[src/design/forward_difference_gradient_defines.svh]
// ----------------------------------------------------------------------------
// forward_difference_gradient_defines.svh
// Assertion macros shared by the gradient block. Define ASSERT_OFF to drop
// all checks. Each macro expects clk and rst_n in the enclosing module.
// ----------------------------------------------------------------------------
`ifndef FORWARD_DIFFERENCE_GRADIENT_DEFINES_SVH
`define FORWARD_DIFFERENCE_GRADIENT_DEFINES_SVH

`ifndef ASSERT_OFF

// same-cycle implication
`define FDG_ASSERT_IMPLY(lbl, ante, cons, msg) \
    lbl: assert property (@(posedge clk) disable iff (!rst_n) (ante) |-> (cons)) \
        else $error(msg);

// next-cycle implication
`define FDG_ASSERT_NEXT(lbl, ante, cons, msg) \
    lbl: assert property (@(posedge clk) disable iff (!rst_n) (ante) |=> (cons)) \
        else $error(msg);

`else

`define FDG_ASSERT_IMPLY(lbl, ante, cons, msg)
`define FDG_ASSERT_NEXT(lbl, ante, cons, msg)

`endif

`endif

[src/design/fdg_pkg.sv]
// ----------------------------------------------------------------------------
// fdg_pkg
// Types and constants shared by the forward difference gradient modules.
// ----------------------------------------------------------------------------
package fdg_pkg;

    // fixed field widths
    localparam int CFG_WIDTH_BITS = 11;
    localparam int ROW_BITS       = 16;
    localparam int APB_ADDR_BITS  = 3;
    localparam int APB_DATA_BITS  = 32;

    // register reset values
    localparam logic [CFG_WIDTH_BITS-1:0] RESET_IMAGE_WIDTH  = 11'd1024;
    localparam logic [ROW_BITS-1:0]       RESET_IMAGE_HEIGHT = 16'd1024;

    // register index, taken from paddr[2]
    localparam logic REG_IDX_WIDTH  = 1'b0;
    localparam logic REG_IDX_HEIGHT = 1'b1;

    // live frame geometry
    typedef struct packed {
        logic [CFG_WIDTH_BITS-1:0] image_width;
        logic [ROW_BITS-1:0]       image_height;
    } fdg_cfg_t;

    // scan position of one request
    typedef struct packed {
        logic                first_row;
        logic                last_col;
        logic                last_row;
        logic [ROW_BITS-1:0] row;
    } fdg_pos_t;

    // which result of a request is being produced
    typedef enum logic [1:0] {
        SLOT_UPPER  = 2'd0,   // pixel of the row above
        SLOT_LEFT   = 2'd1,   // left neighbour in the last row
        SLOT_CORNER = 2'd2    // bottom right pixel of the frame
    } fdg_slot_t;

endpackage

[src/design/fdg_scan.sv]
// ----------------------------------------------------------------------------
// fdg_scan
// Raster position counters, clamped to the live frame geometry, and the
// line buffer addresses for the incoming pixel.
// ----------------------------------------------------------------------------
module fdg_scan
    import fdg_pkg::*;
#(
    parameter  int MAX_WIDTH = 1024,
    localparam int COL_BITS  = $clog2(MAX_WIDTH)
)
(
    input  logic                clk,
    input  logic                rst_n,
    input  fdg_cfg_t            cfg,
    input  logic                accept,
    output fdg_pos_t            pos,
    output logic [COL_BITS-1:0] col_idx,
    output logic [COL_BITS-1:0] col_right_idx
);

    localparam int WB = (COL_BITS + 1 > CFG_WIDTH_BITS) ? COL_BITS + 1 : CFG_WIDTH_BITS;
    localparam logic [WB-1:0] MAX_W = WB'(MAX_WIDTH);

    logic [WB-1:0]       w_ext, last_c_ext;
    logic [COL_BITS-1:0] last_c, c, col_reg, col_next;
    logic [ROW_BITS-1:0] last_r, r, row_reg, row_next;
    logic                last_col, last_row;

    // effective last column and last row
    always_comb
    begin
        w_ext = WB'(cfg.image_width);
        if (w_ext < WB'(2))
            last_c_ext = WB'(1);
        else if (w_ext > MAX_W)
            last_c_ext = MAX_W - WB'(1);
        else
            last_c_ext = w_ext - WB'(1);
        last_c = last_c_ext[COL_BITS-1:0];
        last_r = (cfg.image_height < ROW_BITS'(2)) ? ROW_BITS'(1)
                                                   : cfg.image_height - ROW_BITS'(1);
    end

    // clamped position
    assign c        = (col_reg >= last_c) ? last_c : col_reg;
    assign r        = (row_reg >= last_r) ? last_r : row_reg;
    assign last_col = (c == last_c);
    assign last_row = (r == last_r);

    assign pos.first_row = (r == '0);
    assign pos.last_col  = last_col;
    assign pos.last_row  = last_row;
    assign pos.row       = r;

    // line buffer addresses
    assign col_idx       = c;
    assign col_right_idx = (c == COL_BITS'(MAX_WIDTH - 1)) ? '0 : c + 1'b1;

    // advance on each request
    always_comb
    begin
        if (last_col)
        begin
            col_next = '0;
            row_next = last_row ? '0 : r + 1'b1;
        end
        else
        begin
            col_next = c + 1'b1;
            row_next = r;
        end
    end

    always_ff @(posedge clk or negedge rst_n)
    begin
        if (!rst_n)
        begin
            col_reg <= '0;
            row_reg <= '0;
        end
        else if (accept)
        begin
            col_reg <= col_next;
            row_reg <= row_next;
        end
    end

endmodule

[config.mk]
export PLATFORM = sky130hd
export DESIGN_NAME = fdg_scan
export DESIGN_NICKNAME = d
export VERILOG_FILES = /design/src/design/forward_difference_gradient_defines.svh /design/src/design/fdg_pkg.sv /design/src/design/fdg_scan.sv
export SDC_FILE = /design/constraint.sdc
export NUM_CORES = 1
export LEC_CHECK = 0
export BUFFER_PORTS_ARGS = -buffer_cell sky130_fd_sc_hd__buf_4
export CAP_MARGIN = 20
export CORE_ASPECT_RATIO = 1.4
export CORE_MARGIN = 2
export CORE_UTILIZATION = 45
export DETAILED_ROUTE_END_ITERATION = 8
export PLACE_DENSITY_LB_ADDON = 0.12
export SYNTH_ARGS = -nofsm -noshare
export SYNTH_HDL_FRONTEND = slang
export SYNTH_SLANG_ARGS = --single-unit
[constraint.sdc]
create_clock -name clk -period 12.7 [get_ports clk]
set_input_delay 2.54 -clock clk [delete_from_list [all_inputs] [get_ports clk]]
set_output_delay 2.54 -clock clk [all_outputs]
set_load 0.05 [all_outputs]
==> summary.txt <==
Status
  • Outcome: complete, no violations

Clock network
  • Clock slew at reported path FFs: 0.07 ns
  • Post-CTS Setup Bufs: 0
  • CTS buffer count: 3
  • CTS tree: done
  • Clock Latency Late Sink: 0.26 ns
  • H-tree depth: 1
  • # hold bufs at CTS: 0
  • CTS Buffer Depth: 2
  • # clock sinks: 26
  • Root Buffer: clkbuf_16
  • Post-cts repair resize count: 0

Placed design
  • Post-DP HPWL: approximately 11 mm
  • GP Congestion: 0.958
  • DP Worst Slack: approximately 2.2 ns
  • Port Buffers: slightly below 70
  • Placed Instances: between 700 and 800

Floorplan
  • CORE AREA: ~9000 µm²
  • Die width: 85.0 µm
  • Boundary Pins: 69
  • Die Span Y: 117 µm
  • Initial Util: 46.1%
  • Die ar.: 9980 µm²
  • Row count: 41

Synth
  • Number of enable flip-flop cells after synthesis: 0
  • Syn avg cell area: 7.44 µm²
  • Synth Instances: 556
  • Sequential area share after synthesis: 15.7%
  • Synth async-reset ratio: 100%
  • Synth cell types: just over 70
  • Ys flop type: dfrtp_1
  • Synth Warn #: 0
  • Synthesized area: 4140 µm²
  • Syn nets: 617
  • #FFs+latches synth: 26

Setup path
  • CP cell instances: buf_4, or4_1, nor4_1, o2bb2ai_1, ha_1, a21o_1, a2111oi_0, o21a_1, nor2_1, a21oi_1, ha_1, nand4_1, nor3_1, nor2_1, buf_4
  • Worst Path Required: 10.16 ns
  • Crit path kind: input pin to primary output
  • CP endpoint kind: primary output
  • Critical path peak fanout: 13
  • Buffer and inverter count on the worst path: 2
  • Setup crit start kind: input pin
  • Top delay family on crit path: simple AND/OR/NAND/NOR gates
  • Max incr delay on CP: 0.83 ns
  • Critical Path Slowest Stage Cell: nor3_1
  • Worst endpoint data arrival time: 8.05 ns

Cells and area
  • # nets final: 670
  • # diodes: 0
  • Layout cell share with drive strength beyond 1: between 10% and 20%
  • Area Overhead vs Synth: 15.7%
  • Final cell count without fillers: 715
  • Sequential Area: 651 µm²
  • FILL cells: 930
  • Max FFs per register: 16
  • Multi-input logic area: 3200 µm²

Detailed routing
  • Vias/cell: 6.26
  • Remaining antenna violation count: 0
  • Drt pass-1 iters: 5
  • DR vias: approximately 4,500
  • DRC: 0
  • Final wirelength: 13.4 mm
  • DRT iter0 DRCs: ~210
  • WL/cell: 18.8 µm

Timing
  • Final period util: 83.4%
  • PnR worst setup slack: between 2 and 2.5 ns
  • Setup repair after global routing missed its margin: false
  • Fin. max-slew vios: 0
  • Slew @ Worst Pin: 1.00 ns
  • Max-slew headroom: 32.6%
  • Fin Hold WS: 0.609 ns
  • Hold Fails Final Rpt: 0
  • Setup tns final: 0 ns
  • Peak Freq: 0.0945 GHz
  • Setup Skew: ~0.0042 ns
  • Tmin final: 10.59 ns
  • Setup violators final: 0

Pwr
  • Total power: 1.16 mW
  • Peak VDD IR: 0.141 mV
  • Power Density: 241 nW/µm²
  • Leakage: approximately 2.0 nW

Global routing
  • Overflow after GRT: 0
  • GRT Util Overall: around a quarter
  • Largest net degree at the start of global routing: 34
  • First-pass GRT wire length: 21.7 mm
  • Vias in the first global route: ~4,500
  • Initial antenna violation count: 0

Worst hold path
  • Hold/Removal Path Class: flip-flop to flip-flop

Job
  • MaxCap Viol Count: 0
-- logic make-up (layout without fill, tap and decap cells) --
group | Yosys count | in the layout | synth area share (%)
buffers and inverters | 71 | 123 | 6.90
xor gates and xnor gates | 35 | 35 | 7.41
adders and majority gates | 31 | 31 | 9.38
and+or+nand+nor | 220 | 220 | 29.7
muxes | 22 | 22 | 5.54
AOI/OAI and AO/OA | 151 | 151 | 25.4
DFF | 26 | 26 | 15.7
-- synth_stat cells, drive strengths merged, types with 15 or more instances --
cell,count,area [µm²]
nand2,34,128
dfrtp,26,651
xnor2,28,245
nand3,18,90.1
o21ai,28,140
mux2i,15,150
ha,31,388
a21oi,46,234
nor4,20,144
inv,47,176
nor2,51,191
nor3,28,181
-- per-stage QoR --
step,area (µm²),utilization [%]
6_report,4790,53.3
5_1_grt,4790,53.3
3_3_place_gp,4700,52.3
4_1_cts,4790,53.3
2_1_floorplan,4140,-
3_5_place_dp,4700,52.3
-- cells in the final DEF, fill, tap and decap left out, types with 4 or more instances in the layout --
cell and instances:
nor3_1 21, xnor2_1 28, a21oi_1 45, a2111oi_0 4, buf_4 71, a221oi_1 4
nand4_1 10, ha_1 31, xor2_1 7, inv_1 47, and2_1 4, nor3b_1 8
o21ai_0 28, nor2_1 51, nand3_1 18, or4_1 5, a21o_1 5, nor4_1 17
and3_1 4, o21a_1 7, a211oi_1 4, mux2i_1 15, nor3_2 6, mux2_2 7
or2_2 5, nand2b_1 10, a31oi_1 6, or3_1 5, o31ai_1 5, and4_1 4
nand2_1 34, nor2b_1 5, a211oi_2 7, dfrtp_1 26
-- worst paths after layout --
| path | startpoint | endpoint | slack (ns) | cells after the start |
|---|---|---|---|---|
| setup / recovery | cfg[21] | col_right_idx[5] | 2.11 | 15 |
| hold / removal | row_reg[12]$_DFFE_PN0P_ | row_reg[12]$_DFFE_PN0P_ | 0.61 | 2 |
| setup reg to reg | row_reg[11]$_DFFE_PN0P_ | row_reg[10]$_DFFE_PN0P_ | 8.15 | 12 |
| hold reg to reg | row_reg[12]$_DFFE_PN0P_ | row_reg[12]$_DFFE_PN0P_ | 0.61 | 2 |
| max in group asynchronous | rst_n | col_reg[0]$_DFFE_PN0P_ | 10.26 | 1 |
| min in group asynchronous | rst_n | col_reg[9]$_DFFE_PN0P_ | 2.18 | 1 |
-- routing by layer --
layer / global-route usage [%] / up-vias / wire (µm)
li1: - / 2168 / -
met1: 28.3 / 2089 / 4900
met5: 0 / - / 0
met2: 48.8 / 164 / 7150
met3: 1.97 / 53 / 505
met4: 16.6 / 0 / 857
-- area by class of cell --
type	instances	share of cell area, %
clock buffer	4	1.86
tap	107	2.80
sequential	26	13.6
inverter	48	3.76
multi-input combinational	459	66.8
timing repair buffer	71	11.1
-- where the power goes --
part	switching [mW]	total, mW	internal (mW)
logic	0.595	0.890	0.296
registers	0.0691	0.188	0.119
clock network	0.0284	0.0766	0.0482
-- tightest hold or removal path, delay by kind of cell (launching register included) --
kind | cells | cell delay, ns
AOI/OAI and AO/OA | 1 | 0.06
and+or+nand+nor | 1 | 0.08
DFF | 1 | 0.43
Power figures use the tool's default switching activity.
