===== config.mk =====
export PLATFORM = sky130hd
export DESIGN_NAME = fdg_regs
export DESIGN_NICKNAME = d
export VERILOG_FILES = /design/src/design/forward_difference_gradient_defines.svh /design/src/design/fdg_pkg.sv /design/src/design/fdg_regs.sv
export SDC_FILE = /design/constraint.sdc
export NUM_CORES = 1
export LEC_CHECK = 0
export ABC_AREA = 1
export BUFFER_PORTS_ARGS = -buffer_cell sky130_fd_sc_hd__buf_2
export CORE_MARGIN = 5
export CORE_UTILIZATION = 29
export CTS_CLUSTER_DIAMETER = 80
export DETAILED_ROUTE_END_ITERATION = 7
export GPL_ROUTABILITY_DRIVEN = 0
export PLACE_DENSITY = 0.69
export SYNTH_ARGS = -nofsm -noshare
export SYNTH_HDL_FRONTEND = slang
export SYNTH_SLANG_ARGS = --single-unit

===== constraint.sdc =====
create_clock -name clk -period 1.84 [get_ports clk]
set_input_delay 0.092 -clock clk [delete_from_list [all_inputs] [get_ports clk]]
set_output_delay 0.092 -clock clk [all_outputs]
set_load 0.01 [all_outputs]

===== src/design/forward_difference_gradient_defines.svh =====
// ----------------------------------------------------------------------------
// forward_difference_gradient_defines.svh
// Assertion macros shared by the gradient block. Define ASSERT_OFF to drop
// all checks. Each macro expects clk and rst_n in the enclosing module.
// ----------------------------------------------------------------------------
`ifndef FORWARD_DIFFERENCE_GRADIENT_DEFINES_SVH
`define FORWARD_DIFFERENCE_GRADIENT_DEFINES_SVH

`ifndef ASSERT_OFF

// same-cycle implication
`define FDG_ASSERT_IMPLY(lbl, ante, cons, msg) \
    lbl: assert property (@(posedge clk) disable iff (!rst_n) (ante) |-> (cons)) \
        else $error(msg);

// next-cycle implication
`define FDG_ASSERT_NEXT(lbl, ante, cons, msg) \
    lbl: assert property (@(posedge clk) disable iff (!rst_n) (ante) |=> (cons)) \
        else $error(msg);

`else

`define FDG_ASSERT_IMPLY(lbl, ante, cons, msg)
`define FDG_ASSERT_NEXT(lbl, ante, cons, msg)

`endif

`endif


===== src/design/fdg_pkg.sv =====
// ----------------------------------------------------------------------------
// fdg_pkg
// Types and constants shared by the forward difference gradient modules.
// ----------------------------------------------------------------------------
package fdg_pkg;

    // fixed field widths
    localparam int CFG_WIDTH_BITS = 11;
    localparam int ROW_BITS       = 16;
    localparam int APB_ADDR_BITS  = 3;
    localparam int APB_DATA_BITS  = 32;

    // register reset values
    localparam logic [CFG_WIDTH_BITS-1:0] RESET_IMAGE_WIDTH  = 11'd1024;
    localparam logic [ROW_BITS-1:0]       RESET_IMAGE_HEIGHT = 16'd1024;

    // register index, taken from paddr[2]
    localparam logic REG_IDX_WIDTH  = 1'b0;
    localparam logic REG_IDX_HEIGHT = 1'b1;

    // live frame geometry
    typedef struct packed {
        logic [CFG_WIDTH_BITS-1:0] image_width;
        logic [ROW_BITS-1:0]       image_height;
    } fdg_cfg_t;

    // scan position of one request
    typedef struct packed {
        logic                first_row;
        logic                last_col;
        logic                last_row;
        logic [ROW_BITS-1:0] row;
    } fdg_pos_t;

    // which result of a request is being produced
    typedef enum logic [1:0] {
        SLOT_UPPER  = 2'd0,   // pixel of the row above
        SLOT_LEFT   = 2'd1,   // left neighbour in the last row
        SLOT_CORNER = 2'd2    // bottom right pixel of the frame
    } fdg_slot_t;

endpackage


===== src/design/fdg_regs.sv =====
// ----------------------------------------------------------------------------
// fdg_regs
// APB register file holding image width and image height.
// ----------------------------------------------------------------------------
module fdg_regs
    import fdg_pkg::*;
(
    input  logic                     clk,
    input  logic                     rst_n,
    input  logic                     psel,
    input  logic                     penable,
    input  logic                     pwrite,
    input  logic [APB_ADDR_BITS-1:0] paddr,
    input  logic [APB_DATA_BITS-1:0] pwdata,
    output logic [APB_DATA_BITS-1:0] prdata,
    output logic                     pready,
    output fdg_cfg_t                 cfg
);

    logic [CFG_WIDTH_BITS-1:0] width_reg, width_next;
    logic [ROW_BITS-1:0]       height_reg, height_next;
    logic                      wr_en;

    assign pready = 1'b1;
    assign wr_en  = psel && penable && pwrite;

    // register write decode
    always_comb
    begin
        width_next  = width_reg;
        height_next = height_reg;
        if (wr_en)
        begin
            unique case (paddr[2])
                REG_IDX_WIDTH:  width_next  = pwdata[CFG_WIDTH_BITS-1:0];
                REG_IDX_HEIGHT: height_next = pwdata[ROW_BITS-1:0];
            endcase
        end
    end

    always_ff @(posedge clk or negedge rst_n)
    begin
        if (!rst_n)
        begin
            width_reg  <= RESET_IMAGE_WIDTH;
            height_reg <= RESET_IMAGE_HEIGHT;
        end
        else
        begin
            width_reg  <= width_next;
            height_reg <= height_next;
        end
    end

    // read back
    always_comb
    begin
        unique case (paddr[2])
            REG_IDX_WIDTH:  prdata = APB_DATA_BITS'(width_reg);
            REG_IDX_HEIGHT: prdata = APB_DATA_BITS'(height_reg);
        endcase
    end

    assign cfg.image_width  = width_reg;
    assign cfg.image_height = height_reg;

endmodule


==> flow_metrics.py, run 1 <==
metrics = {
    "power": {
        "leakagePower_nw": 1.10,
        "clkPwrFrac": 0.208,
        "report.power.total_mw": 1.62,
        "combPwrFrac": 0.303,
        "p_sw_uw": 557,
        "swShare": 0.343,
        "p_int_mw": 1.06,
        "peakVddDrop_uv": 282,
        "powerDensity_nw_per_um2": 923,
        "p_seq_frac": 0.489,
    },
    "sta": {
        "finalHoldWorstSlack_ns": 0.0436,
        "finClkSkew_ns": 0,
        "fin_crit_sh": 0.618,
        "tns_ns": 0,
        "fin_ws_ns": 0.702,
        "report.final.hold_viol_count": 0,
        "rsz0062_at_grt": "no",
        "fin_crit_ns": 1.14,
        "worstMarginPinSlew_ns": 0.611,
        "fmax_ghz": 0.879,
        "setup_violations": 0,
        "maxSlewHeadroom": 0.592,
        "maxSlewViolCount": 0,
    },
    "finish": {
        "layout.nets": 286,
        "finish.utilization": 0.372,
        "final_cells": 312,
        "largest_register_ffs": 16,
        "final_common_cell": "nand2_1",
        "n_antenna_cell": 0,
        "final_cell_area_sq_um": 1760,
        "area_delta_synth_final_pct": 24.2,
        "drive_above_1_share": 0.306,
        "layout_common_cells": "93 x nand2_1, 64 x buf_2, 27 x nand3_1, 25 x dfrtp_1, 17 x conb_1",
    },
    "clock_tree": {
        "insertion_delay_ns": 0.27,
        "cts_buffers": 3,
        "numClockSinks": 27,
        "clockRootBuffer": "clkbuf_8",
        "cts-htree-levels": 1,
        "tritoncts": "yes",
        "clk_pin_slew_ns": 0.09,
        "cts_buffer_depth": 2,
    },
    "detailed_routing": {
        "drc_errors": 0,
        "wl_um": 3560,
        "vias_per_cell": 4.23,
        "dr.pass1.iters": 4,
        "wl_per_cell_um": 11.4,
        "num_vias": 1320,
        "drtAntennaViolNets": 0,
        "drt_iter0_drc": 43,
    },
    "floorplanning": {
        "die_w_um": 79.8,
        "coreArea_sq_um": 4720,
        "ios": 100,
        "dieArea_sq_um": 6370,
        "die_y_um": 79.8,
        "row_count": 25,
        "start_util": 0.299,
    },
    "hold_path": {
        "hp-class": "in2reg",
        "min_path_cells": 3,
        "holdPathEnd": "width_reg[10]",
        "min_from": "pwdata[10]",
    },
    "grt": {
        "grt_pass1_vias": 1233,
        "grt_max_degree": 28,
        "grt_overflow": 0,
        "grt_first_pass_wirelength_um": 5860,
        "grt_usage": 0.114,
        "antenna_found_initial": 0,
    },
    "synthesis": {
        "synth-seq-cells": 27,
        "synthCells": 186,
        "yosys-top-cells-area": "dfrtp_1 44%, nand2_1 25%, nand3_1 9.6%",
        "synth.distinct_cells": 14,
        "yosys.area.top_type": "dfrtp_1",
        "synth_area_sq_um": 1410,
        "synthDominantCellAreaShare": 0.442,
        "yosysSeqAreaShare": 0.480,
        "synth_warnings": 0,
        "avgSynthCellArea_sq_um": 7.60,
    },
    "placement": {
        "pre_cts_slack_ns": 0.514,
        "dpl_cell_area_sq_um": 1700,
        "place_hpwl_um": 2520,
        "port_buffers": 64,
        "dp.cells": 307,
    },
    "worst_setup_path": {
        "path_max_fanout": 3,
        "crit_path_start_kind": "register",
        "worstSetupPathType": "reg2out",
        "cp-startpoint": "height_reg[10]",
        "cp-end-kind": "output port",
        "ff2ff_path_depth": 2,
        "worstReg2RegEnd": "width_reg[10]",
        "regToRegStartpoint": "width_reg[10]",
        "critPathArrivalTime_ns": 1.05,
        "required_ns": 1.75,
        "rrSetupSlack_ns": 1.11,
    },
    "outcome": {
        "status": "finished, final reports clean",
    },
    "run": {
        "drv_cap": 0,
    },
}
## power groups by stage
stage / Combinational [mW] / Sequential, mW / Clock, mW
2_1_floorplan: 0.239 / 0.853 / 0
5_1_grt: 0.558 / 0.815 / 0.370
4_1_cts: 0.503 / 0.795 / 0.358
3_5_place_dp: 0.501 / 0.805 / 0
3_3_place_gp: 0.494 / 0.801 / 0
6_report: 0.492 / 0.792 / 0.337
## critical path, stage by stage (launching register included)
cell     delay (ns)
dfstp_2        0.55
nand2_1        0.05
nand2_1        0.06
buf_2          0.12
## synthesized netlist by cell type (all sizes together)
cell type / count
buf: 25
inv: 7
nor2: 1
clkbuf: 2
dfstp: 2
nand2: 93
nand3: 27
conb: 2
nand4: 2
dfrtp: 25
## how the worst max path moves through the flow
stage / endpoint / depth (start not counted) / slack (ns)
after floorplan: prdata[10] / 2 / 1.04
after global placement: height_reg[5] / 4 / 0.54
after detailed placement: height_reg[13] / 4 / 0.51
after CTS: prdata[10] / 3 / 0.68
after global routing: prdata[10] / 3 / 0.65
final: prdata[10] / 3 / 0.70
## cells by family after synthesis
kind of cell,Yosys count,synth area share
flip-flops,27,0.480
buffers and inverters,34,0.151
AND/OR/NAND/NOR,123,0.364
other,2,0.00531
## area by class of cell
| class | instances | area, sq um |
|---|---|---|
| Multi-Input combinational cell | 140 | 578 |
| Sequential cell | 27 | 678 |
| Clock buffer | 4 | 45.0 |
| Fill cell | 526 | 2970 |
| Inverter | 7 | 26.3 |
| Timing Repair Buffer | 67 | 345 |
| Tap cell | 67 | 83.8 |
## layer usage
layer / wire [um] / track usage
met5: 0 / 0
met2: 1670 / 0.200
met3: 312 / 0.0203
met4: 18 / 0.0304
met1: 1550 / 0.144
## repair_timing
item,4_1_cts,5_1_grt
hold endpoints to repair,25,0
gates resized for setup,0,0
hold buffers,1,0
setup buffers,0,0
endpoints found under the setup margin,0,0
No activity file was read; power rests on OpenSTA's default activity.
==> run 2: changes to the inputs <==
--- a/config.mk
+++ b/config.mk
@@ -5,14 +5,14 @@
 export SDC_FILE = /design/constraint.sdc
 export NUM_CORES = 1
 export LEC_CHECK = 0
-export ABC_AREA = 1
+export ABC_AREA = 0
 export BUFFER_PORTS_ARGS = -buffer_cell sky130_fd_sc_hd__buf_2
 export CORE_MARGIN = 5
 export CORE_UTILIZATION = 29
 export CTS_CLUSTER_DIAMETER = 80
 export DETAILED_ROUTE_END_ITERATION = 7
 export GPL_ROUTABILITY_DRIVEN = 0
-export PLACE_DENSITY = 0.69
+export PLACE_DENSITY = 0.72
 export SYNTH_ARGS = -nofsm -noshare
 export SYNTH_HDL_FRONTEND = slang
 export SYNTH_SLANG_ARGS = --single-unit
==> constraint.sdc (replaced) <==
create_clock -name clk -period 1 [get_ports clk]
set_input_delay 0.05 -clock clk [delete_from_list [all_inputs] [get_ports clk]]
set_output_delay 0.05 -clock clk [all_outputs]
set_load 0.01 [all_outputs]
==> run 2 against run 1 <==
Effect of this change:
- the flow now finishes with violations (negative setup slack)
- via count down 22%
- clock-buffer cell count unchanged
- final cell count down 23%
- combinational power rose to 3.8 times the previous value
- core utilization up 9.3 points
- die area down 1.0%
- first-iteration DRC count down 56%
- clock power up 85%
- total power up 150%
- design area up 24%
- register-to-register slack worse by 1.0 ns
==> flow_metrics.py, run 2 <==
metrics = {
    "hold_path": {
        "holdPathEnd": "height_reg[15]",
        "min_path_cells": 2,
        "hp-class": "in2reg",
        "min_from": "pwdata[15]",
    },
    "floorplanning": {
        "start_util": 0.298,
        "dieArea_sq_um": 6310,
        "die_y_um": 79.4,
        "ios": 100,
        "row_count": 25,
        "die_w_um": 79.4,
        "coreArea_sq_um": 4690,
    },
    "detailed_routing": {
        "vias_per_cell": 4.30,
        "drc_errors": 0,
        "wl_um": 3540,
        "drt_iter0_drc": 19,
        "drtAntennaViolNets": 0,
        "num_vias": 1027,
        "wl_per_cell_um": 14.8,
        "dr.pass1.iters": 3,
    },
    "synthesis": {
        "yosys-top-cells-area": "dfrtp_1 45%, mux2_2 22%, mux2_4 12%",
        "synth_area_sq_um": 1400,
        "ys_top_cells_by_count": "27 x mux2_2, 25 x dfrtp_1, 17 x buf_4",
        "synthDominantCellAreaShare": 0.448,
        "synth.most_common_cell": "mux2_2",
        "yosysSeqAreaShare": 0.485,
        "synth-seq-cells": 27,
        "synthCells": 95,
        "synth_edf_count": 0,
        "yosys.area.top_type": "dfrtp_1",
        "synth-main-ff-cell": "dfrtp_1",
        "synth_warnings": 0,
        "avgSynthCellArea_sq_um": 14.7,
        "synth.distinct_cells": 11,
        "async_reset_ff_frac": 1.00,
    },
    "clock_tree": {
        "cts-htree-levels": 1,
        "clk_pin_slew_ns": 0.09,
        "tritoncts": "yes",
        "cts_buffers": 3,
        "insertion_delay_ns": 0.27,
        "cts_buffer_depth": 2,
        "clockRootBuffer": "clkbuf_8",
        "numClockSinks": 27,
    },
    "run": {
        "drv_cap": 0,
    },
    "worst_setup_path": {
        "ff2ff_path_depth": 3,
        "cp-end-kind": "output port",
        "cp_cell_sequence": "mux2_4, buf_6",
        "crit_path_start_kind": "register",
        "cp_num_buf_inv": 1,
        "regToRegStartpoint": "height_reg[10]",
        "critPathArrivalTime_ns": 1.08,
        "path_max_fanout": 2,
        "slowest_delay_ns": 0.41,
        "worstSetupPathType": "reg2out",
        "slowest_stage": "dfrtp_1",
        "rrSetupSlack_ns": 0.08,
        "cp-startpoint": "width_reg[3]",
        "crit_family": "flip-flops",
        "worstReg2RegEnd": "height_reg[10]",
        "required_ns": 0.95,
    },
    "grt": {
        "grt_first_pass_wirelength_um": 5560,
        "grt_overflow": 0,
        "grt_usage": 0.112,
        "grt_max_degree": 15,
        "antenna_found_initial": 0,
        "grt_pass1_vias": 1102,
    },
    "finish": {
        "drive_above_1_share": 0.719,
        "layout.nets": 226,
        "layout_common_cells": "43 x buf_2, 30 x buf_6, 25 x dfrtp_1, 21 x mux2_4",
        "final_common_cell": "buf_2",
        "area_delta_synth_final_pct": 56.0,
        "largest_register_ffs": 16,
        "n_antenna_cell": 0,
    },
    "sta": {
        "rsz0062_at_grt": "yes",
        "fmax_ghz": 0.886,
        "fin_ws_ns": -0.129,
        "report.final.hold_viol_count": 0,
        "tns_ns": -1.41,
        "fin_crit_sh": 1.13,
        "finClkSkew_ns": 0,
        "setup_violations": 13,
        "maxSlewViolCount": 0,
        "fin_crit_ns": 1.13,
    },
    "placement": {
        "pre_cts_slack_ns": -0.0239,
        "place_hpwl_um": 2410,
        "port_buffers": 64,
    },
    "power": {
        "leakagePower_nw": 1.16,
        "powerDensity_nw_per_um2": 1830,
        "peakVddDrop_uv": 1150,
    },
    "outcome": {
        "status": "finished, violations left",
        "violations": "negative setup slack",
    },
}
## run 2: cell types whose count changed after synthesis, sizes merged, moves of 2 or more
cell	delta
nand2	-93
mux2	+38
nand3	-27
inv	-7
and2	+5
buf	-4
clkbuf	-2
## run 2: timing repair
action                     in CTS  in global routing
pin swaps                       5                  0
gates resized for setup        19                 22
setup endpoints to repair      18                 28
hold endpoints to repair       25                  3
hold buffers                    1                  3
setup buffers                  16                  4
## run 2: cell type report
type	count	area, sq um
Tap cell	54	67.6
Sequential cell	27	678
Fill cell	405	2510
Clock buffer	4	45.0
Multi-Input combinational cell	62	647
Timing Repair Buffer	92	743
## run 2: through the flow
step	instances	power [mW]	instance area, sq um	hold slack, ns	util
final	239	3.99	2180	0.00436	0.465
after global routing	239	4.25	2180	0.00424	0.465
after CTS	233	3.77	2030	0.00202	0.432
after detailed placement	212	2.72	1750	-0.00932	0.373
after global placement	212	2.70	1750	-0.0122	0.373
after floorplan	110	2.22	1450	-0.246	-
## run 2: power by group
group / switching, mW / total (mW) / internal (mW)
Combinational: 0.674 / 1.85 / 1.18
Sequential: 0.172 / 1.52 / 1.35
Clock: 0.337 / 0.623 / 0.285
## run 2: how the worst max path moves through the flow
stage | endpoint | slack (ns) | cells after the start
after global routing | prdata[1] | -0.17 | 2
after floorplan | width_reg[3] | 0.11 | 4
after CTS | prdata[5] | -0.13 | 2
after detailed placement | width_reg[3] | -0.02 | 3
after global placement | width_reg[3] | -0.004 | 3
final | prdata[3] | -0.13 | 2
## run 2: logic make-up (layout without fill, tap and decap cells)
| kind of cell | count (synthesis) | count (layout) | share of synthesized area |
|---|---|---|---|
| buffers and inverters | 21 | 96 | 0.119 |
| flip-flops | 27 | 27 | 0.485 |
| AND/OR/NAND/NOR | 7 | 7 | 0.0546 |
| multiplexers | 38 | 38 | 0.336 |
| other | 2 | 17 | 0.00537 |
## run 2: routing by layer
metal  up-vias  wire (um)  track usage
met4         0          0      0.00515
met2        54       1650        0.189
met1       502       1630        0.150
met3         0        258       0.0327
met5         -          0            0
li1        471          -            -
==> run 3: changes to the inputs <==
--- a/config.mk
+++ b/config.mk
@@ -8,11 +8,11 @@
 export ABC_AREA = 0
 export BUFFER_PORTS_ARGS = -buffer_cell sky130_fd_sc_hd__buf_2
 export CORE_MARGIN = 5
-export CORE_UTILIZATION = 29
+export CORE_UTILIZATION = 36
 export CTS_CLUSTER_DIAMETER = 80
 export DETAILED_ROUTE_END_ITERATION = 7
 export GPL_ROUTABILITY_DRIVEN = 0
-export PLACE_DENSITY = 0.72
+export PLACE_DENSITY = 0.84
 export SYNTH_ARGS = -nofsm -noshare
 export SYNTH_HDL_FRONTEND = slang
 export SYNTH_SLANG_ARGS = --single-unit
==> run 3 against run 2 <==
Effect of this change:
- the run still ends with negative setup slack left
- largest power group unchanged
- non-clock buffer count fell by 2
- via count down 0.68%
- core utilization is 13 points higher
- critical path depth unchanged
- first-iteration DRC count is 53% higher
- clock power decreased by 2%
- final cell count is 3.3% lower
- setup slack got worse by 0.012 ns
- global-route usage increased by 2.2 points
- critical path type unchanged
- sequential share of layout area fell by 0.16 points
- sequential power hardly changed
==> flow_metrics.py, run 3 (synthesis results as in run 2) <==
metrics = {
    "sta": {
        "maxSlewViolCount": 0,
        "tns_ns": -1.44,
        "report.final.hold_viol_count": 0,
        "fin_crit_ns": 1.14,
        "setup_violations": 12,
        "rsz0062_at_grt": "yes",
        "finalHoldWorstSlack_ns": 0.00984,
        "fmax_ghz": 0.877,
        "fin_ws_ns": -0.141,
        "finClkSkew_ns": 0,
        "fin_crit_sh": 1.14,
    },
    "worst_setup_path": {
        "slowest_delay_ns": 0.41,
        "crit_path_start_kind": "register",
        "cp_cell_sequence": "mux2_4, buf_6",
        "required_ns": 0.95,
        "critPathArrivalTime_ns": 1.09,
        "slowest_stage": "dfrtp_1",
        "cp-end-kind": "output port",
        "worstSetupPathType": "reg2out",
        "path_max_fanout": 2,
        "ff2ff_path_depth": 3,
    },
    "grt": {
        "antenna_found_initial": 0,
        "grt_pass1_vias": 1089,
        "grt_overflow": 0,
        "grt_usage": 0.134,
        "grt_first_pass_wirelength_um": 5420,
        "grt_max_degree": 17,
    },
    "detailed_routing": {
        "drc_errors": 0,
        "drtAntennaViolNets": 0,
        "num_vias": 1020,
        "wl_um": 3620,
        "drt_iter0_drc": 29,
        "wl_per_cell_um": 15.6,
        "dr.pass1.iters": 4,
        "vias_per_cell": 4.42,
    },
    "clock_tree": {
        "insertion_delay_ns": 0.27,
        "tritoncts": "yes",
        "cts_buffer_depth": 2,
        "clk_pin_slew_ns": 0.09,
        "cts-htree-levels": 1,
        "numClockSinks": 27,
        "clockRootBuffer": "clkbuf_8",
        "cts_buffers": 3,
    },
    "hold_path": {
        "hp-class": "in2reg",
        "min_path_cells": 2,
    },
    "run": {
        "drv_cap": 0,
    },
    "power": {
        "p_seq_frac": 0.368,
        "p_sw_mw": 1.22,
        "p_int_mw": 2.89,
        "swShare": 0.297,
        "clkPwrFrac": 0.149,
        "combPwrFrac": 0.483,
        "peakVddDrop_uv": 1250,
        "report.power.total_mw": 4.10,
        "leakagePower_nw": 1.15,
        "powerDensity_nw_per_um2": 1870,
    },
    "outcome": {
        "violations": "negative setup slack",
        "status": "finished, violations left",
    },
    "floorplanning": {
        "coreArea_sq_um": 3720,
        "die_w_um": 72.3,
        "row_count": 22,
        "die_y_um": 72.3,
        "dieArea_sq_um": 5230,
        "ios": 100,
        "start_util": 0.376,
    },
    "finish": {
        "largest_register_ffs": 16,
        "layout.nets": 224,
        "final_cells": 231,
        "area_delta_synth_final_pct": 56.8,
        "final_common_cell": "buf_6",
        "finish.utilization": 0.590,
        "n_antenna_cell": 0,
        "layout_common_cells": "39 x buf_6, 33 x buf_2, 25 x dfrtp_1, 20 x mux2_2, 18 x mux2_4",
        "drive_above_1_share": 0.738,
    },
    "placement": {
        "place_hpwl_um": 2300,
        "dp.cells": 205,
        "port_buffers": 64,
    },
}
-- run 3: cell count changes in the layout (fill, tap and decap cells not counted), sizes merged --
cell	delta
clkbuf	-1
clkinv	+1
dlygate4sd3	-2
-- run 3: path summary, 6_finish.rpt --
check	start	end	slack, ns
setup / recovery	width_reg[4]	prdata[4]	-0.14
hold / removal	pwdata[12]	height_reg[12]	0.01
setup reg to reg	width_reg[0]	width_reg[0]	0
hold reg to reg	height_reg[14]	height_reg[14]	0.53
max in group asynchronous	rst_n	width_reg[6]	0.41
min in group asynchronous	rst_n	width_reg[4]	0.20
-- run 3: routing by layer --
layer / routed length (um) / GRT usage
met1: 1390 / 0.161
met2: 1910 / 0.234
met3: 305 / 0.0485
met4: 9 / 0.0188
met5: 0 / 0
-- run 3: through the flow --
step,instance area (sq um),worst slack [ns]
6_report,2190,-0.141
3_5_place_dp,1720,-0.0288
3_3_place_gp,1720,-0.0157
5_1_grt,2190,-0.188
2_1_floorplan,1450,0.107
4_1_cts,2020,-0.131
-- run 3: critical path: cells and delay by family, from the launching register on --
| family | cells | cell delay [ns] |
|---|---|---|
| buffers and inverters | 1 | 0.12 |
| flip-flops | 1 | 0.41 |
| multiplexers | 1 | 0.28 |
-- run 3: power by group through the flow --
stage | clock (mW) | sequential (mW) | combinational [mW]
after global placement | 0 | 1.52 | 1.15
after CTS | 0.641 | 1.49 | 1.64
final | 0.612 | 1.51 | 1.98
after global routing | 0.689 | 1.54 | 2.11
after floorplan | 0 | 1.63 | 0.590
after detailed placement | 0 | 1.53 | 1.17
-- run 3: timing repair --
item                       in CTS  in global routing
setup endpoints to repair      17                 34
setup buffers                  17                  5
hold endpoints to repair       28                  0
hold buffers                    2                  0
cloned                          0                  0
pin swaps                       2                  4
resized for setup              18                 30
-- run 3: area by class of cell --
type / count / area (sq um)
timing repair buffer: 90 / 769
multi-input combinational: 62 / 638
clock buffer: 3 / 41.3
clock inverter: 1 / 5.00
sequential: 27 / 678
fill: 305 / 1520
tap: 48 / 60.1
