`src/design/forward_difference_gradient_defines.svh`:
```
// ----------------------------------------------------------------------------
// forward_difference_gradient_defines.svh
// Assertion macros shared by the gradient block. Define ASSERT_OFF to drop
// all checks. Each macro expects clk and rst_n in the enclosing module.
// ----------------------------------------------------------------------------
`ifndef FORWARD_DIFFERENCE_GRADIENT_DEFINES_SVH
`define FORWARD_DIFFERENCE_GRADIENT_DEFINES_SVH

`ifndef ASSERT_OFF

// same-cycle implication
`define FDG_ASSERT_IMPLY(lbl, ante, cons, msg) \
    lbl: assert property (@(posedge clk) disable iff (!rst_n) (ante) |-> (cons)) \
        else $error(msg);

// next-cycle implication
`define FDG_ASSERT_NEXT(lbl, ante, cons, msg) \
    lbl: assert property (@(posedge clk) disable iff (!rst_n) (ante) |=> (cons)) \
        else $error(msg);

`else

`define FDG_ASSERT_IMPLY(lbl, ante, cons, msg)
`define FDG_ASSERT_NEXT(lbl, ante, cons, msg)

`endif

`endif

```
`src/design/fdg_pkg.sv`:
```
// ----------------------------------------------------------------------------
// fdg_pkg
// Types and constants shared by the forward difference gradient modules.
// ----------------------------------------------------------------------------
package fdg_pkg;

    // fixed field widths
    localparam int CFG_WIDTH_BITS = 11;
    localparam int ROW_BITS       = 16;
    localparam int APB_ADDR_BITS  = 3;
    localparam int APB_DATA_BITS  = 32;

    // register reset values
    localparam logic [CFG_WIDTH_BITS-1:0] RESET_IMAGE_WIDTH  = 11'd1024;
    localparam logic [ROW_BITS-1:0]       RESET_IMAGE_HEIGHT = 16'd1024;

    // register index, taken from paddr[2]
    localparam logic REG_IDX_WIDTH  = 1'b0;
    localparam logic REG_IDX_HEIGHT = 1'b1;

    // live frame geometry
    typedef struct packed {
        logic [CFG_WIDTH_BITS-1:0] image_width;
        logic [ROW_BITS-1:0]       image_height;
    } fdg_cfg_t;

    // scan position of one request
    typedef struct packed {
        logic                first_row;
        logic                last_col;
        logic                last_row;
        logic [ROW_BITS-1:0] row;
    } fdg_pos_t;

    // which result of a request is being produced
    typedef enum logic [1:0] {
        SLOT_UPPER  = 2'd0,   // pixel of the row above
        SLOT_LEFT   = 2'd1,   // left neighbour in the last row
        SLOT_CORNER = 2'd2    // bottom right pixel of the frame
    } fdg_slot_t;

endpackage

```
`src/design/fdg_emit.sv`:
```
// ----------------------------------------------------------------------------
// fdg_emit
// Difference stage: takes the line buffer read data, forms the gradients
// and sends the results of one request to the output register, one per
// cycle while that register is not stalled.
// ----------------------------------------------------------------------------
`include "forward_difference_gradient_defines.svh"

module fdg_emit
    import fdg_pkg::*;
#(
    parameter  int MAX_WIDTH  = 1024,
    parameter  int PIXEL_BITS = 16,
    localparam int COL_BITS   = $clog2(MAX_WIDTH),
    localparam int GB         = PIXEL_BITS + 1
)
(
    input  logic                         clk,
    input  logic                         rst_n,
    input  logic                         take,
    output logic                         take_ok,
    input  fdg_pos_t                     pos,
    input  logic [COL_BITS-1:0]          col_in,
    input  logic signed [PIXEL_BITS-1:0] pixel_in,
    input  logic [PIXEL_BITS-1:0]        line_here,
    input  logic [PIXEL_BITS-1:0]        line_right,
    output logic                         res_valid,
    input  logic                         res_ready,
    output logic signed [GB-1:0]         res_grad_x,
    output logic signed [GB-1:0]         res_grad_y,
    output logic [COL_BITS-1:0]          res_col,
    output logic [ROW_BITS-1:0]          res_row,
    output logic                         res_last,
    output logic                         res_eof
);

    // stage registers
    logic                         s1_valid_reg, s1_valid_next;
    fdg_pos_t                     s1_pos_reg;
    logic [COL_BITS-1:0]          s1_col_reg;
    logic signed [PIXEL_BITS-1:0] s1_pix_reg;
    fdg_slot_t                    slot_reg, slot_next, last_slot;

    // history across requests
    logic signed [GB-1:0]         prev_gx_reg, prev_gy_reg;
    logic signed [PIXEL_BITS-1:0] prev_pix_reg;

    // output register
    logic                         out_valid_reg, out_valid_next;
    logic signed [GB-1:0]         out_gx_reg, out_gy_reg;
    logic [COL_BITS-1:0]          out_col_reg;
    logic [ROW_BITS-1:0]          out_row_reg;
    logic                         out_last_reg, out_eof_reg;

    logic signed [GB-1:0]         pix_ext, here_ext, right_ext, prev_pix_ext;
    logic signed [GB-1:0]         gy, gx_diff, gx, lgx;
    logic [1:0]                   res_count;
    logic                         out_load, slot_end, s1_done;
    logic signed [GB-1:0]         sel_gx, sel_gy;
    logic [COL_BITS-1:0]          sel_col;
    logic [ROW_BITS-1:0]          sel_row;
    logic                         sel_last, sel_eof;

    // sign extension
    assign pix_ext      = {s1_pix_reg[PIXEL_BITS-1], s1_pix_reg};
    assign here_ext     = {line_here[PIXEL_BITS-1], line_here};
    assign right_ext    = {line_right[PIXEL_BITS-1], line_right};
    assign prev_pix_ext = {prev_pix_reg[PIXEL_BITS-1], prev_pix_reg};

    // differences
    assign gy      = pix_ext - here_ext;
    assign gx_diff = right_ext - here_ext;
    assign gx      = s1_pos_reg.last_col ? prev_gx_reg : gx_diff;
    assign lgx     = pix_ext - prev_pix_ext;

    // results owed by the current request
    always_comb
    begin
        if (s1_pos_reg.first_row)
            res_count = 2'd0;
        else if (s1_pos_reg.last_row && (s1_col_reg != '0))
            res_count = s1_pos_reg.last_col ? 2'd3 : 2'd2;
        else
            res_count = 2'd1;
    end

    assign last_slot = fdg_slot_t'(res_count - 2'd1);
    assign slot_end  = (slot_reg == last_slot);
    assign out_load  = s1_valid_reg && (res_count != 2'd0) && (!out_valid_reg || res_ready);
    assign s1_done   = s1_valid_reg && ((res_count == 2'd0) || (out_load && slot_end));
    assign take_ok   = !s1_valid_reg || s1_done;

    // result select
    always_comb
    begin
        case (slot_reg)
            SLOT_LEFT:
            begin
                sel_gx   = lgx;
                sel_gy   = prev_gy_reg;
                sel_col  = s1_col_reg - 1'b1;
                sel_row  = s1_pos_reg.row;
                sel_last = (res_count == 2'd2);
                sel_eof  = 1'b0;
            end
            SLOT_CORNER:
            begin
                sel_gx   = lgx;
                sel_gy   = gy;
                sel_col  = s1_col_reg;
                sel_row  = s1_pos_reg.row;
                sel_last = 1'b1;
                sel_eof  = 1'b1;
            end
            default:
            begin
                sel_gx   = gx;
                sel_gy   = gy;
                sel_col  = s1_col_reg;
                sel_row  = s1_pos_reg.row - 1'b1;
                sel_last = (res_count == 2'd1);
                sel_eof  = 1'b0;
            end
        endcase
    end

    // stage control
    always_comb
    begin
        s1_valid_next = s1_valid_reg;
        if (take)
            s1_valid_next = 1'b1;
        else if (s1_done)
            s1_valid_next = 1'b0;

        slot_next = slot_reg;
        if (s1_done)
        begin
            slot_next = SLOT_UPPER;
        end
        else if (out_load)
        begin
            case (slot_reg)
                SLOT_UPPER: slot_next = SLOT_LEFT;
                SLOT_LEFT:  slot_next = SLOT_CORNER;
                default:    slot_next = SLOT_UPPER;
            endcase
        end

        out_valid_next = out_valid_reg;
        if (out_load)
            out_valid_next = 1'b1;
        else if (res_ready)
            out_valid_next = 1'b0;
    end

    always_ff @(posedge clk or negedge rst_n)
    begin
        if (!rst_n)
        begin
            s1_valid_reg  <= 1'b0;
            slot_reg      <= SLOT_UPPER;
            out_valid_reg <= 1'b0;
            prev_gx_reg   <= '0;
            prev_gy_reg   <= '0;
            prev_pix_reg  <= '0;
        end
        else
        begin
            s1_valid_reg  <= s1_valid_next;
            slot_reg      <= slot_next;
            out_valid_reg <= out_valid_next;
            // history moves when a request retires
            if (s1_done)
            begin
                prev_pix_reg <= s1_pix_reg;
                if (!s1_pos_reg.first_row)
                begin
                    prev_gy_reg <= gy;
                    if (!s1_pos_reg.last_col)
                        prev_gx_reg <= gx_diff;
                end
            end
        end
    end

    // stage and output payload
    always_ff @(posedge clk)
    begin
        if (take)
        begin
            s1_pos_reg <= pos;
            s1_col_reg <= col_in;
            s1_pix_reg <= pixel_in;
        end
        if (out_load)
        begin
            out_gx_reg   <= sel_gx;
            out_gy_reg   <= sel_gy;
            out_col_reg  <= sel_col;
            out_row_reg  <= sel_row;
            out_last_reg <= sel_last;
            out_eof_reg  <= sel_eof;
        end
    end

    assign res_valid  = out_valid_reg;
    assign res_grad_x = out_gx_reg;
    assign res_grad_y = out_gy_reg;
    assign res_col    = out_col_reg;
    assign res_row    = out_row_reg;
    assign res_last   = out_last_reg;
    assign res_eof    = out_eof_reg;

    // checks
    `FDG_ASSERT_IMPLY(a_slot_range, s1_valid_reg && (res_count != 2'd0), slot_reg <= last_slot, "result slot beyond count")
    `FDG_ASSERT_IMPLY(a_no_take_busy, s1_valid_reg && !s1_done, !take, "request taken while stage busy")
    `FDG_ASSERT_IMPLY(a_eof_is_last, out_valid_reg && out_eof_reg, out_last_reg, "end of frame not on last result")
    `FDG_ASSERT_NEXT(a_slot_rewind, s1_done, slot_reg == SLOT_UPPER, "slot not rewound after request")

endmodule

```
`config.mk`:
```
export PLATFORM = sky130hd
export DESIGN_NAME = fdg_emit
export DESIGN_NICKNAME = d
export VERILOG_FILES = /design/src/design/fdg_pkg.sv /design/src/design/fdg_emit.sv
export VERILOG_INCLUDE_DIRS = /design/src /design/src/design
export SDC_FILE = /design/constraint.sdc
export NUM_CORES = 1
export LEC_CHECK = 0
export ABC_CLOCK_PERIOD_IN_PS = 4500
export BUFFER_PORTS_ARGS = -buffer_cell sky130_fd_sc_hd__buf_4
export CAP_MARGIN = 10
export CORE_MARGIN = 2
export CORE_UTILIZATION = 28
export DETAILED_ROUTE_END_ITERATION = 6
export HOLD_SLACK_MARGIN = 0.12
export PLACE_DENSITY_LB_ADDON = 0.12
export SLEW_MARGIN = 0
export SYNTH_ARGS = -nofsm -noshare
export SYNTH_HDL_FRONTEND = slang
export SYNTH_SLANG_ARGS = --single-unit
```
`constraint.sdc`:
```
create_clock -name clk -period 4.5 [get_ports clk]
set_input_delay 0.45 -clock clk [delete_from_list [all_inputs] [get_ports clk]]
set_output_delay 0.45 -clock clk [all_outputs]
set_load 0.02 [all_outputs]
```
==> flow_summary.rst, run 1 <==
.. list-table::
   :header-rows: 1

   * - Metric
     - Value
   * - Result of the run
     - finished clean
   * - Period Utilization, post-route
     - 0.931
   * - Initial core utilization
     - 0.285
   * - Routed wire per std cell
     - 17.0 um
   * - Critical Path, Cell by Cell
     - or3_4 -> or4_4 -> o21ai_0 -> nor2_1 -> ha_1 -> xnor2_1 -> nand3_1 -> or3_1 -> o22a_4 -> nand2_1 -> buf_4
   * - Clock tree root buffer cell
     - sky130_fd_sc_hd__clkbuf_16
   * - Register Area
     - 4560 um^2
   * - Via count
     - roughly 6100
   * - Number of buffer and inverter instances along the worst setup path
     - 1
   * - Area of the mapped netlist
     - between 8000 and 9000 um^2
   * - Most used flip-flop cell after synthesis
     - sky130_fd_sc_hd__edfxtp_1
   * - Pre-CTS setup slack
     - 0.487 ns
   * - DP Cell Count
     - 1297
   * - Initial DRC Count
     - 359
   * - Via count of the first global-routing pass
     - 6244
   * - Share of flip-flops with an asynchronous set or reset after synthesis
     - 0.335
   * - Post-Synthesis Cells
     - slightly below 800
   * - Number of non-filler instances in the completed layout
     - 1330
   * - Post-detailed-routing wire length
     - 22.6 mm
   * - First-pass GRT wire length
     - 35.4 mm
   * - TritonCTS clock tree
     - built
   * - Half-perimeter wire length of the detailed placement result
     - 16.9 mm
   * - Area growth, synth to finish
     - 24.1%
   * - Pin count of the biggest net entering global routing
     - 67
   * - Die area
     - approximately 33000 um^2
   * - Total number of placement rows
     - 64
   * - Peak clock frequency supported by timing
     - 239 MHz
   * - Number of synthesized flops with an enable pin
     - 107
   * - Global-route congestion overflow total
     - 0
   * - Number of H-tree levels
     - 4
   * - Critical path's slowest cell
     - sky130_fd_sc_hd__or4_4
   * - Area of all placed cells without fillers
     - approximately 11000 um^2
   * - Post-placement cell area
     - 10200 um^2
   * - Total number of nets in the final design
     - 1060
   * - Maximum count of clock buffers along a single path
     - 2
   * - Leakage power summed over all cells
     - 4.58 nW
   * - Synthesized area divided by synthesized cell count
     - 11.3 um^2
   * - Top-level I/O count
     - between 100 and 150
   * - Pin slew with the least headroom to its limit
     - 0.900 ns
   * - Residual DRC count
     - 0
   * - Type of the worst min-delay path
     - primary input to register
   * - Final period demand of the worst path
     - 4.19 ns
   * - Max-slew violations
     - 0
   * - Placeable Area
     - slightly above 30000 um^2
   * - Category of the worst setup path capture point
     - primary output
   * - Skew-Pair Late Insertion Delay
     - 0.43 ns
   * - Combined area of the multi-input logic cells
     - about 3900 um^2
   * - Clock-pin slew on the worst setup and hold paths
     - approximately 0.07 ns
   * - Final setup violation count
     - 0
   * - Worst vdd rail ir drop
     - 0.198 mV
   * - Max-Cap Viols
     - 0
   * - Die width
     - ~180 um
   * - Proportion of synthesized chip area in sequential cells
     - 0.523
   * - Count of antenna-violating nets left after detailed routing
     - 0
   * - Number of inserted diodes
     - 0
   * - Pwr Density
     - 463 nW/um^2
   * - Synthesized netlist net count
     - 913
   * - Post CTS Setup Buffer Count
     - 0
   * - Warnings, synthesis
     - 0
   * - Maximum single-stage delay on the critical path
     - 0.47 ns
   * - Crit Path Max Fanout
     - 38
   * - Number of iterations in the first detailed-routing pass
     - 4
   * - Unrepaired setup endpoints after global routing
     - false
   * - Max FFs per register
     - 19
   * - Worst-case headroom to the max-slew limit
     - 0.400
   * - Post-route clock skew
     - ~0.009 ns
   * - Critical Path Source Type
     - register
   * - Via density per instance
     - 4.58
   * - Port buffer count
     - 144
   * - Fin worst setup slack
     - 0.311 ns
   * - Worst Path Arrival
     - 3.74 ns
   * - Hold Fails Final Rpt
     - 0
   * - Routability-driven placement congestion ratio
     - 0.839
   * - Vertical die dimension
     - 181 um
   * - Total CTS buffers
     - 17
   * - All-Layer GR Usage
     - 0.141
   * - Type of the setup path with the least slack
     - register to primary output
   * - Final total negative setup slack
     - 0 ns
   * - Count of clock tree sinks
     - 161
   * - Share of final-layout standard cells stronger than drive strength 1
     - 0.240
   * - Synth cell types
     - 66
   * - Initial antenna violation count
     - 0
   * - CP Data Required Time
     - 4.05 ns
   * - #FFs+latches synth
     - 161
   * - Number of filler instances in the final layout
     - 3088
   * - Cell family contributing the most delay on the critical path
     - simple AND/OR/NAND/NOR gates
## cell type report
cell class | count | share of cell area
well taps | 396 | 0.0458
repair buffers | 152 | 0.106
clock inverters | 11 | 0.0121
inverters | 49 | 0.0170
clock buffers | 21 | 0.0407
multi-input cells | 540 | 0.357
flip-flops and latches | 161 | 0.422
## per-layer routing
layer | vias up | part of all wire | track usage
met5 | - | 0 | 0
met4 | 0 | 0.015 | 0.0429
met3 | 21 | 0.029 | 0.0265
met2 | 90 | 0.46 | 0.220
met1 | 2863 | 0.50 | 0.199
li1 | 3116 | - | -
## report_power, final
| group | total (mW) | switching (mW) | internal, mW |
|---|---|---|---|
| Clock | 1.45 | 0.622 | 0.824 |
| Combinational | 1.46 | 0.821 | 0.642 |
| Sequential | 2.10 | 0.152 | 1.95 |
| Total | 5.01 | 1.60 | 3.41 |
## cells by family (layout without fill, tap and decap cells)
kind of cell / after synthesis / in the layout / share of synthesized area
simple gates: 203 / 203 / 0.114
compound gates: 188 / 188 / 0.140
flops: 161 / 161 / 0.523
buf+inv: 73 / 233 / 0.0338
fa+ha+maj: 58 / 58 / 0.0857
xor+xnor: 55 / 55 / 0.0552
mux: 36 / 36 / 0.0483
## worst reg2reg max path, delay by kind of cell (launching register included)
family,cells,cell delay [ns]
AOI/OAI and AO/OA,3,0.74
buffers and inverters,2,0.41
DFF,1,0.43
xor gates and xnor gates,1,0.18
adders and majority gates,1,0.29
and+or+nand+nor,5,1.46
muxes,1,0.39
## path summary, 6_finish.rpt
path                                startpoint               end  slack, ns  cells past startpoint
worst max-delay path             s1_col_reg[4]           take_ok       0.31                     11
worst min-delay path                    pos[3]     s1_pos_reg[3]       0.19                      1
worst max register to register   s1_col_reg[4]   prev_pix_reg[4]       0.48                     13
worst min register to register  prev_gy_reg[2]    prev_gy_reg[2]       0.48                      2
max in group asynchronous                rst_n  prev_pix_reg[15]       3.34                      2
min in group asynchronous                rst_n    prev_gx_reg[3]       0.65                      2
## through the flow
step	total power [mW]	hold slack [ns]	util
after floorplan	3.12	0.154	-
after global placement	3.60	0.461	0.334
after detailed placement	3.61	0.471	0.334
after CTS	5.10	0.164	0.353
after global routing	5.34	0.167	0.353
final	5.01	0.191	0.353
## repair_timing
item | CTS | global route
hold buffers | 1 | 0
resized for setup | 0 | 0
setup endpoints to repair | 0 | 0
endpoints found under the hold margin | 11 | 0
## synth_stat cells (19+ instances only)
cell	instances	area, um^2
sky130_fd_sc_hd__edfxtp_1	107	3210
sky130_fd_sc_hd__nand2_1	73	274
sky130_fd_sc_hd__o21ai_0	58	290
sky130_fd_sc_hd__ha_1	55	688
sky130_fd_sc_hd__dfrtp_1	54	1350
sky130_fd_sc_hd__inv_1	48	180
sky130_fd_sc_hd__nor2_1	40	150
sky130_fd_sc_hd__a21oi_1	38	190
sky130_fd_sc_hd__xnor2_1	30	263
sky130_fd_sc_hd__xor2_1	25	219
sky130_fd_sc_hd__mux2_2	21	236
sky130_fd_sc_hd__nor3_1	19	95.1
## cells in the final DEF, fill, tap and decap left out, types with 8 or more instances in the layout
cell and count:
sky130_fd_sc_hd__clkbuf_16 17, sky130_fd_sc_hd__mux2_2 21, sky130_fd_sc_hd__inv_1 48, sky130_fd_sc_hd__nand2b_1 10
sky130_fd_sc_hd__nor2b_1 12, sky130_fd_sc_hd__a21oi_1 38, sky130_fd_sc_hd__o21ai_0 58, sky130_fd_sc_hd__nor2_1 40
sky130_fd_sc_hd__o21a_1 15, sky130_fd_sc_hd__edfxtp_1 107, sky130_fd_sc_hd__mux2i_1 8, sky130_fd_sc_hd__buf_4 151
sky130_fd_sc_hd__a31oi_1 10, sky130_fd_sc_hd__nand2_1 73, sky130_fd_sc_hd__ha_1 55, sky130_fd_sc_hd__xnor2_1 30
sky130_fd_sc_hd__xor2_1 25, sky130_fd_sc_hd__a21o_1 16, sky130_fd_sc_hd__nor3_1 19, sky130_fd_sc_hd__dfrtp_1 54
No activity file was read; power rests on OpenSTA's default activity.
==> run 2, diff against run 1 <==
--- a/config.mk
+++ b/config.mk
@@ -7,7 +7,7 @@
 export NUM_CORES = 1
 export LEC_CHECK = 0
 export ABC_CLOCK_PERIOD_IN_PS = 4500
-export BUFFER_PORTS_ARGS = -buffer_cell sky130_fd_sc_hd__buf_4
+export BUFFER_PORTS_ARGS = -buffer_cell sky130_fd_sc_hd__buf_2
 export CAP_MARGIN = 10
 export CORE_MARGIN = 2
 export CORE_UTILIZATION = 28
==> run 2 against run 1 <==
  * Clock power down 5%
  * Sequential share of layout area up 1.5 points
  * Register-to-register slack better by 0.06 ns
  * Largest power group unchanged
  * Clock-buffer cell count down 3
  * Fmax up 0.81%
  * Design area down 3.4%
  * Via count up 0.71%
  * Hold slack worse by 0.0078 ns
  * Worst setup slack better by 0.034 ns
  * Critical path depth unchanged
  * Die area unchanged
  * Clock skew up 0.00073 ns
==> flow_summary.rst, run 2 (same netlist as run 1, synthesis figures left out) <==
.. list-table::
   :header-rows: 1

   * - Metric
     - Value
   * - Highest-count cells in the layout ignoring fill and taps
     - sky130_fd_sc_hd__buf_2 (144), sky130_fd_sc_hd__edfxtp_1 (107), sky130_fd_sc_hd__nand2_1 (73), sky130_fd_sc_hd__o21ai_0 (58), sky130_fd_sc_hd__ha_1 (55) (was sky130_fd_sc_hd__buf_4 (151), sky130_fd_sc_hd__edfxtp_1 (107), sky130_fd_sc_hd__nand2_1 (73), sky130_fd_sc_hd__o21ai_0 (58), sky130_fd_sc_hd__ha_1 (55))
   * - Final period demand of the worst path
     - 4.16 ns (was 4.19 ns)
   * - Period Utilization, post-route
     - 0.923 (was 0.931)
   * - CP Data Required Time
     - 4.05 ns (about the same)
   * - Worst vdd rail ir drop
     - 0.183 mV (was 0.198 mV)
   * - Type of the worst min-delay path
     - primary input to register (unchanged)
   * - Post CTS Setup Buffer Count
     - 0 (unchanged)
   * - Clock tree root buffer cell
     - sky130_fd_sc_hd__clkbuf_16 (unchanged)
   * - Port buffer count
     - 144 (unchanged)
   * - Worst Path Arrival
     - 3.71 ns (was 3.74 ns)
   * - Clock-pin slew on the worst setup and hold paths
     - 0.07 ns (about the same)
   * - Top-level I/O count
     - 145 (unchanged)
   * - Initial DRC Count
     - 383 (was 359)
   * - Initial antenna violation count
     - 0 (unchanged)
   * - Pin slew with the least headroom to its limit
     - 0.916 ns (was 0.900 ns)
   * - Placeable Area
     - 30700 um^2 (unchanged)
   * - Wire length on met2
     - 10.3 mm (about the same)
   * - Final total negative setup slack
     - 0 ns (unchanged)
   * - Top routing layer used
     - met4 (unchanged)
   * - Type of the setup path with the least slack
     - register to primary output (unchanged)
   * - Pwr Density
     - 467 nW/um^2 (was 463 nW/um^2)
   * - Half-perimeter wire length of the detailed placement result
     - 16.9 mm (about the same)
   * - Result of the run
     - finished clean (unchanged)
   * - Register Area
     - 4560 um^2 (unchanged)
   * - Peak clock frequency supported by timing
     - 241 MHz (was 239 MHz)
   * - Residual DRC count
     - 0 (unchanged)
   * - M1 WL
     - 11.4 mm (was 11.3 mm)
   * - Max-Cap Viols
     - 0 (unchanged)
   * - Most common cell after layout, fill and taps aside
     - sky130_fd_sc_hd__buf_2 (was sky130_fd_sc_hd__buf_4)
   * - PostCTS Resize Cnt
     - 0 (unchanged)
   * - Total number of placement rows
     - 64 (unchanged)
   * - Combined area of the multi-input logic cells
     - 3870 um^2 (unchanged)
   * - Via count
     - 6133 (was 6090)
   * - Hold Fails Final Rpt
     - 0 (unchanged)
   * - Initial core utilization
     - 0.285 (unchanged)
   * - Count of antenna-violating nets left after detailed routing
     - 0 (unchanged)
   * - Crit Path Max Fanout
     - 38 (unchanged)
   * - Max-slew violations
     - 0 (unchanged)
   * - Post-detailed-routing wire length
     - 22.8 mm (was 22.6 mm)
   * - Area growth, synth to finish
     - 19.9% (was 24.1%)
   * - First-pass GRT wire length
     - 35.8 mm (was 35.4 mm)
   * - Category of the worst setup path capture point
     - primary output (unchanged)
   * - Worst Hold Margin
     - 0.183 ns (was 0.191 ns)
   * - Number of H-tree levels
     - 4 (unchanged)
   * - Die width
     - 181 um (unchanged)
   * - Final setup violation count
     - 0 (unchanged)
   * - Maximum count of clock buffers along a single path
     - 2 (unchanged)
   * - Via density per instance
     - 4.60 (was 4.58)
   * - Number of iterations in the first detailed-routing pass
     - 7 (was 4)
   * - Total CTS buffers
     - 17 (unchanged)
   * - Final total power
     - 4.89 mW (was 5.01 mW)
   * - Count of clock tree sinks
     - 161 (unchanged)
   * - Via count of the first global-routing pass
     - 6183 (was 6244)
   * - Pin count of the biggest net entering global routing
     - 67 (unchanged)
   * - Routability-driven placement congestion ratio
     - 0.802 (was 0.839)
   * - Total length of routed met3 wires
     - 693 um (was 662 um)
   * - Share of final-layout standard cells stronger than drive strength 1
     - 0.241 (was 0.240)
   * - Routed wire per std cell
     - 17.1 um (was 17.0 um)
   * - Pre-CTS setup slack
     - 0.534 ns (was 0.487 ns)
   * - DP Cell Count
     - 1300 (was 1297)
   * - Total of hold buffers inserted after clock tree synthesis
     - 1 (unchanged)
   * - Skew-Pair Late Insertion Delay
     - 0.44 ns (was 0.43 ns)
   * - Number of filler instances in the final layout
     - 3095 (was 3088)
   * - Leakage power summed over all cells
     - 4.46 nW (was 4.58 nW)
   * - Max FFs per register
     - 19 (unchanged)
   * - Die area
     - 32600 um^2 (unchanged)
   * - Number of non-filler instances in the completed layout
     - 1333 (was 1330)
   * - Post-route clock skew
     - 0.00950 ns (was 0.00877 ns)
   * - Fin worst setup slack
     - 0.345 ns (was 0.311 ns)
   * - Number of inserted diodes
     - 0 (unchanged)
   * - Worst-case headroom to the max-slew limit
     - 0.390 (was 0.400)
   * - All-Layer GR Usage
     - 0.143 (was 0.141)
   * - Critical Path Source Type
     - register (unchanged)
   * - Unrepaired setup endpoints after global routing
     - false (unchanged)
   * - TritonCTS clock tree
     - built (unchanged)
   * - Total number of nets in the final design
     - 1063 (was 1060)
   * - Global-route congestion overflow total
     - 0 (unchanged)
   * - Vertical die dimension
     - 181 um (unchanged)
## run 2: cell count changes in the layout (fill, tap and decap cells not counted)
cell / change
sky130_fd_sc_hd__buf_2: +144
sky130_fd_sc_hd__clkinv_4: +2
sky130_fd_sc_hd__inv_6: -2
sky130_fd_sc_hd__clkbuf_1: -3
sky130_fd_sc_hd__buf_4: -141
sky130_fd_sc_hd__clkinv_1: +4
sky130_fd_sc_hd__bufinv_16: -1
## run 2: layer usage
metal,vias to the layer above,GRT usage
li1,3123,-
met1,2884,0.201
met2,105,0.224
met3,21,0.0243
met4,0,0.0510
met5,-,0
## run 2: area by class of cell
class,count,area share
repair buffers,155,0.0770
inverters,49,0.0176
flip-flops and latches,161,0.436
multi-input cells,540,0.370
well taps,396,0.0474
clock inverters,14,0.0111
clock buffers,18,0.0410
## run 2: worst paths after layout
kind | start | slack, ns | end | depth (start not counted)
setup / recovery | s1_col_reg[4] | 0.34 | take_ok | 11
hold reg to reg | prev_gy_reg[2] | 0.48 | prev_gy_reg[2] | 2
max in group asynchronous | rst_n | 2.99 | prev_gy_reg[7] | 3
hold / removal | pos[3] | 0.18 | s1_pos_reg[3] | 1
setup reg to reg | s1_col_reg[4] | 0.54 | prev_pix_reg[0] | 13
min in group asynchronous | rst_n | 0.65 | prev_gx_reg[8] | 2
## run 2: where the power goes
group          internal, mW  total [mW]  switching, mW
Combinational         0.584        1.41          0.825
Sequential             1.95        2.10          0.151
Clock                 0.757        1.38          0.624
## run 2: critical path: stages (launching register included)
cell	delay, ns
sky130_fd_sc_hd__edfxtp_1	0.42
sky130_fd_sc_hd__or3_4	0.41
sky130_fd_sc_hd__or4_4	0.47
sky130_fd_sc_hd__o21ai_0	0.25
sky130_fd_sc_hd__nor2_1	0.07
sky130_fd_sc_hd__ha_1	0.28
sky130_fd_sc_hd__xnor2_1	0.19
sky130_fd_sc_hd__nand3_1	0.12
sky130_fd_sc_hd__or3_1	0.37
sky130_fd_sc_hd__o22a_4	0.37
sky130_fd_sc_hd__nand2_1	0.14
sky130_fd_sc_hd__buf_2	0.18
## run 2: through the flow
step	util	cell area (um^2)
2_1_floorplan	-	8730
3_3_place_gp	0.323	9910
3_5_place_dp	0.323	9910
4_1_cts	0.341	10500
5_1_grt	0.341	10500
6_report	0.341	10500
